$ cat config.mk
export PLATFORM = sky130hd
export DESIGN_NAME = key_matrix_scan_to_midi_notes
export DESIGN_NICKNAME = d
export VERILOG_FILES = /design/src/rtl/core/kmsm_pkg.sv /design/src/rtl/core/kmsm_key_unit.sv /design/src/rtl/core/key_matrix_scan_to_midi_notes.sv
export VERILOG_INCLUDE_DIRS = /design/src /design/src/rtl/core
export SDC_FILE = /design/constraint.sdc
export NUM_CORES = 2
export LEC_CHECK = 0
export BUFFER_PORTS_ARGS = -buffer_cell sky130_fd_sc_hd__buf_2
export CAP_MARGIN = 20
export CORE_MARGIN = 10
export CORE_UTILIZATION = 35
export CTS_BUF_LIST = sky130_fd_sc_hd__clkbuf_4 sky130_fd_sc_hd__clkbuf_8
export DETAILED_ROUTE_END_ITERATION = 16
export GPL_TIMING_DRIVEN = 0
export MAX_ROUTING_LAYER = met4
export PLACE_DENSITY_LB_ADDON = 0.1
export SETUP_SLACK_MARGIN = 0.1
export SLEW_MARGIN = 30
export SYNTH_ARGS = -nofsm -noshare
export SYNTH_HDL_FRONTEND = slang
export SYNTH_MEMORY_MAX_BITS = 65536
export SYNTH_SLANG_ARGS = --single-unit
$ cat constraint.sdc
create_clock -name clk -period 19.3 [get_ports clk]
set_input_delay 2.895 -clock clk [delete_from_list [all_inputs] [get_ports clk]]
set_output_delay 2.895 -clock clk [all_outputs]
set_load 0.01 [all_outputs]
$ cat src/rtl/core/key_matrix_scan_to_midi_notes_assert.svh
`ifndef KEY_MATRIX_SCAN_TO_MIDI_NOTES_ASSERT_SVH
`define KEY_MATRIX_SCAN_TO_MIDI_NOTES_ASSERT_SVH

// same-cycle implication, sampled on clk, off while arst_n is low
`define KMSM_ASSERT_IMP(lbl, cond, prop, msg) \
	lbl: assert property (@(posedge clk) disable iff (!arst_n) (cond) |-> (prop)) else $error(msg);

// next-cycle implication, sampled on clk, off while arst_n is low
`define KMSM_ASSERT_NXT(lbl, cond, prop, msg) \
	lbl: assert property (@(posedge clk) disable iff (!arst_n) (cond) |=> (prop)) else $error(msg);

`endif

$ cat src/rtl/core/kmsm_pkg.sv
package kmsm_pkg;

	// default geometry
	localparam int DEF_COLUMNS = 8;
	localparam int DEF_ROWS    = 32;
	localparam int DEF_KEYS    = 128;

	// fixed field widths
	localparam int COL_W      = 3;
	localparam int WORD_W     = 32;
	localparam int TIME_W     = 32;
	localparam int KEY_FULL_W = 7;
	localparam int CFG_ADDR_W = 3;
	localparam int CFG_W      = 8;

	// note mapping
	localparam int         MANUAL_KEYS = 64;
	localparam logic [6:0] NOTE_CEIL   = 7'd96;
	localparam logic [3:0] STATUS_ON   = 4'h9;
	localparam logic [3:0] STATUS_OFF  = 4'h8;

	// register reset values
	localparam logic       RST_CLOSED_LEVEL  = 1'b1;
	localparam logic [3:0] RST_LOWER_CHANNEL = 4'd0;
	localparam logic [3:0] RST_UPPER_CHANNEL = 4'd1;
	localparam logic [6:0] RST_ON_VELOCITY   = 7'd127;
	localparam logic [6:0] RST_OFF_VELOCITY  = 7'd0;
	localparam logic [7:0] RST_SETTLE_MS     = 8'd2;
	localparam logic [6:0] RST_BASE_NOTE     = 7'd36;

	typedef enum logic [CFG_ADDR_W-1:0] {
		REG_CLOSED_LEVEL  = 3'd0,
		REG_LOWER_CHANNEL = 3'd1,
		REG_UPPER_CHANNEL = 3'd2,
		REG_ON_VELOCITY   = 3'd3,
		REG_OFF_VELOCITY  = 3'd4,
		REG_SETTLE_MS     = 3'd5,
		REG_BASE_NOTE     = 3'd6
	} kmsm_reg_t;

	typedef enum logic [1:0] {
		PH_OPEN      = 2'd0,
		PH_TO_CLOSED = 2'd1,
		PH_CLOSED    = 2'd2,
		PH_TO_OPEN   = 2'd3
	} kmsm_phase_t;

	typedef enum logic [1:0] {
		ST_IDLE,
		ST_PICK,
		ST_EXEC,
		ST_FLUSH
	} kmsm_state_t;

	typedef struct packed {
		logic [COL_W-1:0]  column;
		logic [WORD_W-1:0] switch_word;
		logic [TIME_W-1:0] time_ms;
	} kmsm_in_t;

	typedef struct packed {
		logic [7:0] status_byte;
		logic [6:0] note;
		logic [6:0] velocity;
		logic       last;
	} kmsm_out_t;

	// per-key debounce record
	typedef struct packed {
		kmsm_phase_t       phase;
		logic [TIME_W-1:0] stamp;
		logic              on_sent;
		logic              off_sent;
	} kmsm_rec_t;

	// what one row event asks for
	typedef struct packed {
		logic emit;
		logic note_on;
	} kmsm_act_t;

endpackage

$ cat src/rtl/core/kmsm_key_unit.sv
module kmsm_key_unit import kmsm_pkg::*; (
	input  kmsm_rec_t         rec,
	input  logic              closed,
	input  logic              make_row,
	input  logic [TIME_W-1:0] now,
	input  logic [7:0]        settle_ms,
	output kmsm_rec_t         rec_next,
	output kmsm_act_t         act
);

	logic [TIME_W-1:0] age;
	logic              elapsed;
	logic              settled;

	// settle timer, wraps modulo 2^32
	assign age     = now - rec.stamp;
	assign elapsed = age >= TIME_W'(settle_ms);

	// debounce phase and sent flags
	always_comb begin
		rec_next     = rec;
		settled      = 1'b0;
		act.emit     = 1'b0;
		act.note_on  = 1'b0;
		case (rec.phase)
			PH_OPEN: begin
				if (closed) begin
					rec_next.phase = PH_TO_CLOSED;
					rec_next.stamp = now;
				end
			end
			PH_TO_CLOSED: begin
				if (elapsed) begin
					rec_next.phase = closed ? PH_CLOSED : PH_OPEN;
					settled        = closed;
				end
			end
			PH_CLOSED: begin
				if (!closed) begin
					rec_next.phase = PH_TO_OPEN;
					rec_next.stamp = now;
				end
			end
			PH_TO_OPEN: begin
				if (elapsed) begin
					rec_next.phase = closed ? PH_CLOSED : PH_OPEN;
				end
			end
			default: begin
				rec_next.phase = PH_OPEN;
			end
		endcase

		if (!make_row) begin
			// break contact closing re-arms both messages
			if (closed) begin
				rec_next.on_sent  = 1'b0;
				rec_next.off_sent = 1'b0;
			end
		end else if (closed) begin
			if (settled && !rec.on_sent) begin
				rec_next.on_sent = 1'b1;
				act.emit         = 1'b1;
				act.note_on      = 1'b1;
			end
		end else if (!rec.off_sent) begin
			rec_next.off_sent = 1'b1;
			rec_next.on_sent  = 1'b0;
			act.emit          = 1'b1;
		end
	end

endmodule

$ cat src/rtl/core/key_matrix_scan_to_midi_notes.sv
// Key matrix scanner front end producing MIDI note messages.
// Scan channel (scan_valid/scan_ready/scan): one beat per scanned column,
// carrying the column index, the row switch word and a millisecond time.
// MIDI channel (midi_valid/midi_ready/midi): zero to sixteen message beats
// per column, in ascending row order, last set on the final one.
// Config port (cfg_we/cfg_addr/cfg_data): register writes, to be issued idle.
// Each changed row with a key in range passes through PICK, where its key
// record is read, and EXEC, where it is written back through the shared
// debounce unit; a changed row with a key out of range only passes PICK.
// A column with no change goes from PICK straight to FLUSH.
// Out-of-range columns are dropped in the accept cycle. Each message waits
// in a pending slot and moves to the output when the next message of the
// column is decided, the final one in the flush cycle.
// scan_ready is high only while no column is in work.
// Reset clears stored words, key valid bits and registers to defaults.
// If midi_ready stays low, the block holds at the next message to emit
// with one message in the output register and one pending behind it.
module key_matrix_scan_to_midi_notes import kmsm_pkg::*; #(
	parameter int COLUMNS = DEF_COLUMNS,
	parameter int ROWS    = DEF_ROWS,
	parameter int KEYS    = DEF_KEYS
) (
	input  logic                  clk,
	input  logic                  arst_n,
	input  logic                  scan_valid,
	output logic                  scan_ready,
	input  kmsm_in_t              scan,
	output logic                  midi_valid,
	input  logic                  midi_ready,
	output kmsm_out_t             midi,
	input  logic                  cfg_we,
	input  logic [CFG_ADDR_W-1:0] cfg_addr,
	input  logic [CFG_W-1:0]      cfg_data
);

	`include "key_matrix_scan_to_midi_notes_assert.svh"

	localparam int ROW_W  = $clog2(ROWS);
	localparam int COL_IW = (COLUMNS > 1) ? $clog2(COLUMNS) : 1;
	localparam int KEY_W  = $clog2(KEYS);
	localparam int KIDX_W = (KEY_W > KEY_FULL_W) ? KEY_W : KEY_FULL_W;

	// configuration registers
	logic       closed_level_q;
	logic [3:0] lower_channel_q;
	logic [3:0] upper_channel_q;
	logic [6:0] on_velocity_q;
	logic [6:0] off_velocity_q;
	logic [7:0] settle_ms_q;
	logic [6:0] base_note_q;

	always_ff @(posedge clk or negedge arst_n) begin
		if (!arst_n) begin
			closed_level_q  <= RST_CLOSED_LEVEL;
			lower_channel_q <= RST_LOWER_CHANNEL;
			upper_channel_q <= RST_UPPER_CHANNEL;
			on_velocity_q   <= RST_ON_VELOCITY;
			off_velocity_q  <= RST_OFF_VELOCITY;
			settle_ms_q     <= RST_SETTLE_MS;
			base_note_q     <= RST_BASE_NOTE;
		end else if (cfg_we) begin
			case (kmsm_reg_t'(cfg_addr))
				REG_CLOSED_LEVEL:  closed_level_q  <= cfg_data[0];
				REG_LOWER_CHANNEL: lower_channel_q <= cfg_data[3:0];
				REG_UPPER_CHANNEL: upper_channel_q <= cfg_data[3:0];
				REG_ON_VELOCITY:   on_velocity_q   <= cfg_data[6:0];
				REG_OFF_VELOCITY:  off_velocity_q  <= cfg_data[6:0];
				REG_SETTLE_MS:     settle_ms_q     <= cfg_data;
				REG_BASE_NOTE:     base_note_q     <= cfg_data[6:0];
				default: ;
			endcase
		end
	end

	kmsm_state_t state_q, state_d;

	logic [ROWS-1:0]   prev_q [COLUMNS];
	logic [ROWS-1:0]   changed_q;
	logic [ROWS-1:0]   word_q;
	logic [TIME_W-1:0] now_q;
	logic [COL_W-1:0]  col_q;
	logic [ROW_W-1:0]  row_q;
	logic [KIDX_W-1:0] key_q;

	logic [ROWS-1:0]   word_in;
	logic [4:0]        col_ext;
	logic [COL_IW-1:0] col_idx;
	logic              col_ok;
	logic              take;

	logic [ROWS-1:0]   lsb;
	logic [ROW_W-1:0]  pick_row;
	logic [KIDX_W-1:0] key_full;
	logic              key_ok;

	logic              mem_re, mem_we, clear_bit;
	logic              out_load, out_last, out_free;
	logic              pend_load, pend_clear, pend_valid_q;
	kmsm_out_t         pend_q, msg_new, midi_q;
	logic              midi_valid_q;

	kmsm_rec_t         key_mem [KEYS];
	logic [KEYS-1:0]   valid_q;
	kmsm_rec_t         rd_q;
	logic              vrd_q;
	kmsm_rec_t         rec_cur, rec_next;
	kmsm_act_t         act;
	logic              closed;

	// input decode
	assign word_in = scan.switch_word[ROWS-1:0];
	assign col_ext = 5'(scan.column);
	assign col_idx = col_ext[COL_IW-1:0];
	assign col_ok  = 32'(scan.column) < COLUMNS;
	assign take    = scan_valid && scan_ready;

	// lowest changed row
	assign lsb = changed_q & (~changed_q + 1'b1);

	always_comb begin
		pick_row = '0;
		for (int r = 0; r < ROWS; r++) begin
			if (lsb[r]) pick_row = pick_row | ROW_W'(r);
		end
	end

	assign key_full = (KIDX_W'(pick_row >> 1) << 3) | KIDX_W'(col_q);
	assign key_ok   = 32'(key_full) < KEYS;

	// column capture and stored words
	always_ff @(posedge clk or negedge arst_n) begin
		if (!arst_n) begin
			for (int c = 0; c < COLUMNS; c++) prev_q[c] <= '0;
			changed_q <= '0;
		end else if (take && col_ok) begin
			prev_q[col_idx] <= word_in;
			changed_q       <= word_in ^ prev_q[col_idx];
		end else if (clear_bit) begin
			changed_q <= changed_q & ~lsb;
		end
	end

	always_ff @(posedge clk) begin
		if (take) begin
			word_q <= word_in;
			now_q  <= scan.time_ms;
			col_q  <= scan.column;
		end
		if (clear_bit) begin
			row_q <= pick_row;
			key_q <= key_full;
		end
	end

	// key record memory
	always_ff @(posedge clk) begin
		if (mem_we) key_mem[key_q[KEY_W-1:0]] <= rec_next;
		if (mem_re) rd_q <= key_mem[key_full[KEY_W-1:0]];
	end

	// record valid bits, unwritten keys read as reset state
	always_ff @(posedge clk or negedge arst_n) begin
		if (!arst_n) begin
			valid_q <= '0;
			vrd_q   <= 1'b0;
		end else begin
			if (mem_we) valid_q[key_q[KEY_W-1:0]] <= 1'b1;
			if (mem_re) vrd_q <= valid_q[key_full[KEY_W-1:0]];
		end
	end

	assign rec_cur = vrd_q ? rd_q : '0;
	assign closed  = word_q[row_q] == closed_level_q;

	kmsm_key_unit u_key_unit (
		.rec       (rec_cur),
		.closed    (closed),
		.make_row  (!row_q[0]),
		.now       (now_q),
		.settle_ms (settle_ms_q),
		.rec_next  (rec_next),
		.act       (act)
	);

	// message build
	always_comb begin
		logic [3:0] chan;
		logic [7:0] pitch;
		chan  = (key_q >= KIDX_W'(MANUAL_KEYS)) ? upper_channel_q : lower_channel_q;
		pitch = 8'(key_q[5:0]) + 8'(base_note_q);
		msg_new.status_byte = {act.note_on ? STATUS_ON : STATUS_OFF, chan};
		msg_new.note        = (pitch > 8'(NOTE_CEIL)) ? NOTE_CEIL : pitch[6:0];
		msg_new.velocity    = act.note_on ? on_velocity_q : off_velocity_q;
		msg_new.last        = 1'b0;
	end

	assign out_free = !midi_valid_q || midi_ready;

	// sequencer
	always_ff @(posedge clk or negedge arst_n) begin
		if (!arst_n) state_q <= ST_IDLE;
		else         state_q <= state_d;
	end

	always_comb begin
		state_d    = state_q;
		scan_ready = 1'b0;
		mem_re     = 1'b0;
		mem_we     = 1'b0;
		clear_bit  = 1'b0;
		out_load   = 1'b0;
		out_last   = 1'b0;
		pend_load  = 1'b0;
		pend_clear = 1'b0;
		case (state_q)
			ST_IDLE: begin
				scan_ready = 1'b1;
				if (scan_valid && col_ok) state_d = ST_PICK;
			end
			ST_PICK: begin
				if (changed_q == '0) begin
					state_d = ST_FLUSH;
				end else begin
					clear_bit = 1'b1;
					if (key_ok) begin
						mem_re  = 1'b1;
						state_d = ST_EXEC;
					end
				end
			end
			ST_EXEC: begin
				if (!(act.emit && pend_valid_q && !out_free)) begin
					mem_we  = 1'b1;
					state_d = ST_PICK;
					if (act.emit) begin
						pend_load = 1'b1;
						out_load  = pend_valid_q;
					end
				end
			end
			ST_FLUSH: begin
				if (!pend_valid_q) begin
					state_d = ST_IDLE;
				end else if (out_free) begin
					out_load   = 1'b1;
					out_last   = 1'b1;
					pend_clear = 1'b1;
					state_d    = ST_IDLE;
				end
			end
			default: state_d = ST_IDLE;
		endcase
	end

	// pending message, held until the next one shows it is not the last
	always_ff @(posedge clk or negedge arst_n) begin
		if (!arst_n)         pend_valid_q <= 1'b0;
		else if (pend_load)  pend_valid_q <= 1'b1;
		else if (pend_clear) pend_valid_q <= 1'b0;
	end

	always_ff @(posedge clk) begin
		if (pend_load) pend_q <= msg_new;
	end

	// output register
	always_ff @(posedge clk or negedge arst_n) begin
		if (!arst_n)         midi_valid_q <= 1'b0;
		else if (out_load)   midi_valid_q <= 1'b1;
		else if (midi_ready) midi_valid_q <= 1'b0;
	end

	always_ff @(posedge clk) begin
		if (out_load) begin
			midi_q <= {pend_q.status_byte, pend_q.note, pend_q.velocity, out_last};
		end
	end

	assign midi_valid = midi_valid_q;
	assign midi       = midi_q;

	// checks
	`KMSM_ASSERT_IMP(a_out_load_free, out_load, out_free, "output overwritten while held")
	`KMSM_ASSERT_IMP(a_idle_no_pend, state_q == ST_IDLE, !pend_valid_q, "pending beat left in idle")
	`KMSM_ASSERT_IMP(a_last_from_flush, out_load && out_last, state_q == ST_FLUSH, "last outside flush")
	`KMSM_ASSERT_NXT(a_pick_empty, state_q == ST_PICK && changed_q == '0, state_q == ST_FLUSH, "empty pick did not flush")
	`KMSM_ASSERT_NXT(a_read_then_exec, mem_re, state_q == ST_EXEC, "key read not followed by update")

endmodule
==> metrics.cfg <==
[clocking]
ctsHoldBuffers = 0
htreeDepth = 6
cts_tree = yes
clk_path_buf_depth = 4
ctsResizeCount = 0
insertion_delay_ns = 1.39
numCtsBuffers = 863
cts-root-buf = clkbuf_8
clk_pin_slew_ns = 0.06
postCtsSetupBuffers = 0
cts.sinks = 5217

[routing]
drt-vias-per-instance = 5.37
drcViolationCount = 0
wl_per_cell_um = 33.6
antenna_left = 0
drt-total-wl_um = 640000
vias = 102000
drt-initial-drc-count = 10600
firstDrtPassIters = 5

[run_status]
status = finished, final reports clean

[setup_path]
crit_arrival_ns = 9.35
crit_required_ns = 20.34
r2r_start = vrd_q$_DFFE_PN0P_
cp-startpoint = vrd_q$_DFFE_PN0P_
worstSetupStartpointType = flop
crit_type = flop to flop
endpoint_kind = flop
cp_max_fo = 10

[yosys]
syn_area_um2 = 204000
ys_ff_latch = 5217
synthCells = 9083
postSynth.asyncResetShare = 0.0880
synth.avg_cell_area_um2 = 22.5
synth_top_area_frac = 0.699
synth_area_leader_cell = edfxtp_1
synth.distinct_cells = 75
yosys_warnings = 0
synthTopCellsByArea = edfxtp_1 70%, mux4_2 17%, dfrtp_1 5.5%
synth_edf_count = 4758
seq_area_frac_synth = 0.756
synth-main-ff-cell = edfxtp_1

[power]
p_leak_nw = 79.0
total_power_mw = 41.7
ir_worst_vdd_mv = 0.287
p_per_area_nw_per_um2 = 171

[timing]
clock.fmax_ghz = 0.120
worst_slew_margin_rel = 0.154
period_minus_slack_ns = 8.31
final.setup_skew_ns = 0.113
hold_viol = 0
tightest_slew_ns = 1.23
slew_viol_final = 0
rsz0062_at_grt = false
finalCritPeriodShare = 0.431
setup_viol = 0

[grt]
grt_use_total = 0.211
grt_pass1_vias = 107000
antenna_found_initial = 58
grt_pass1_wl_um = 882000
grtUsageMet1 = 0.278
grt_overflow = 0
grt-busiest-layer = met2
grt_max_degree = 82
met3_usage = 0.0378
grt_use_met2 = 0.338

[floorplanning]
design.portCount = 108
dieHeight_um = 784
fp.dieArea_um2 = 615000
rows = 280
core_um2 = 582000
start_util = 0.351
die_w_um = 784

[hold_path]
hp-start = pend_q[7]$_DFFE_PP_
hold_path_class = flop to flop

[flow_run]
drv_cap = 0

[finish]
fin_cells = 19000
layout_commonest_cell = edfxtp_1
fin_nets = 10700
syn2layout_area_growth_pct = 19.7
final_cell_mix = 4,758 x edfxtp_1, 1,553 x mux4_2, 877 x clkbuf_8
drive_gt1_frac = 0.379
finalCoreUtilization = 0.420

[place]
routabilityCongestion = 0.884
dpl.cell_count = 17400
dp_hpwl_um = 461000
portBuffers = 102

cells in the mapped netlist, types with 5 or more instances:
| cell | n |
|---|---|
| a211o_1 | 5 |
| a211oi_1 | 10 |
| a21boi_0 | 6 |
| a21o_1 | 11 |
| a21oi_1 | 95 |
| a221oi_1 | 38 |
| a22o_1 | 32 |
| a22oi_1 | 6 |
| a31oi_1 | 6 |
| and3_1 | 7 |
| buf_1 | 59 |
| buf_2 | 21 |
| buf_6 | 13 |
| clkbuf_1 | 428 |
| dfrtp_1 | 447 |
| dfstp_2 | 12 |
| edfxtp_1 | 4758 |
| ha_1 | 47 |
| inv_1 | 45 |
| mux2_2 | 308 |
| mux2i_1 | 187 |
| mux4_2 | 1553 |
| nand2_1 | 288 |
| nand2b_1 | 9 |
| nand3_1 | 28 |
| nand3b_1 | 8 |
| nand4_1 | 8 |
| nand4b_1 | 5 |
| nor2_1 | 214 |
| nor2b_1 | 14 |
| nor3_1 | 30 |
| nor3b_1 | 6 |
| o211ai_1 | 17 |
| o21a_1 | 14 |
| o21ai_0 | 66 |
| o21bai_1 | 130 |
| o22ai_1 | 5 |
| o311ai_0 | 6 |
| o31ai_1 | 9 |
| or2_2 | 7 |
| or3_1 | 12 |
| or4_1 | 7 |
| xnor2_1 | 8 |
| xor2_1 | 36 |
power breakdown:
| group | total (mW) | switching, mW | internal [mW] |
|---|---|---|---|
| registers | 17.5 | 0.314 | 17.2 |
| clock network | 9.60 | 4.59 | 5.01 |
| logic | 14.6 | 10.5 | 4.15 |
| total | 41.7 | 15.4 | 26.4 |
critical path: stages (launching register included):
cell	delay, ns
dfrtp_1	0.36
clkbuf_1	0.39
clkbuf_1	0.49
nand2_1	0.11
ha_1	0.39
o211ai_1	0.13
a21o_1	0.19
and2_1	0.15
o21ai_0	0.19
xor2_1	0.34
ha_1	0.32
a21oi_1	0.21
o21ai_0	0.14
a2111oi_0	0.35
nand2_1	0.09
a2111oi_0	0.49
nand4_1	0.23
or4_1	0.77
and3_1	0.28
clkbuf_1	0.31
clkbuf_1	0.36
nor3_2	0.66
buf_4	0.29
buf_4	0.20
buf_6	0.16
buf_4	0.17
buf_4	0.18
state kept, by name, summed over array words and instances, names as in the netlist, 2 cells and up:
name	flops
rd_q	36
prev_q	256
key_mem	4608
word_q	32
row_q	5
now_q	32
changed_q	32
upper_channel_q	4
valid_q	128
on_velocity_q	7
settle_ms_q	8
col_q	3
off_velocity_q	7
pend_q	19
state_q	2
lower_channel_q	4
key_q	3
base_note_q	7
midi	20
routing by layer:
metal,up-vias,wire [um],part of all wire
met5,-,0,0
met4,0,19900,0.031
met3,930,41100,0.064
met2,3536,311000,0.49
met1,56300,268000,0.42
li1,41500,-,-
final timing paths:
path | endpoint | slack [ns] | depth (start not counted)
worst max-delay path | key_mem[6][16]$_DFFE_PP_ | 10.99 | 26
worst min-delay path | midi[7]$_DFFE_PP_ | 0.43 | 0
worst max register to register | key_mem[6][16]$_DFFE_PP_ | 10.99 | 26
worst min register to register | midi[7]$_DFFE_PP_ | 0.43 | 0
max in group asynchronous | valid_q[6]$_DFFE_PN0P_ | 15.82 | 5
min in group asynchronous | prev_q[55]$_DFFE_PN0P_ | 1.47 | 1
layout make-up:
cell class              count  area [um2]
diodes                     27        67.6
plain buffers             524        2380
clock buffers            1167       14200
clock inverters           420        2670
fillers                 50700      337000
inverters                  47         184
multi-input cells        3296       49100
flip-flops and latches   5217      154000
well taps                7755        9700
repair buffers            582       11800
through the flow:
stage | area [um2] | hold slack, ns | TNS (ns) | setup slack [ns]
after floorplan | 204000 | 0.400 | 0 | 2.77
after detailed placement | 227000 | 0.413 | 0 | 10.93
after global routing | 244000 | 0.436 | 0 | 10.53
after global placement | 215000 | 0.407 | -1804.43 | -14.12
after CTS | 244000 | 0.428 | 0 | 10.88
final | 245000 | 0.426 | 0 | 10.99
cells by family after synthesis:
| group | Yosys count | synth area share |
|---|---|---|
| flops | 5217 | 0.756 |
| mux | 2048 | 0.197 |
| simple gates | 659 | 0.0140 |
| buf+inv | 571 | 0.0112 |
| compound gates | 493 | 0.0169 |
| fa+ha+maj | 49 | 0.00307 |
| xor+xnor | 44 | 0.00189 |
| other cells | 2 | 0.0000368 |
No activity file was read; power rests on OpenSTA's default activity.
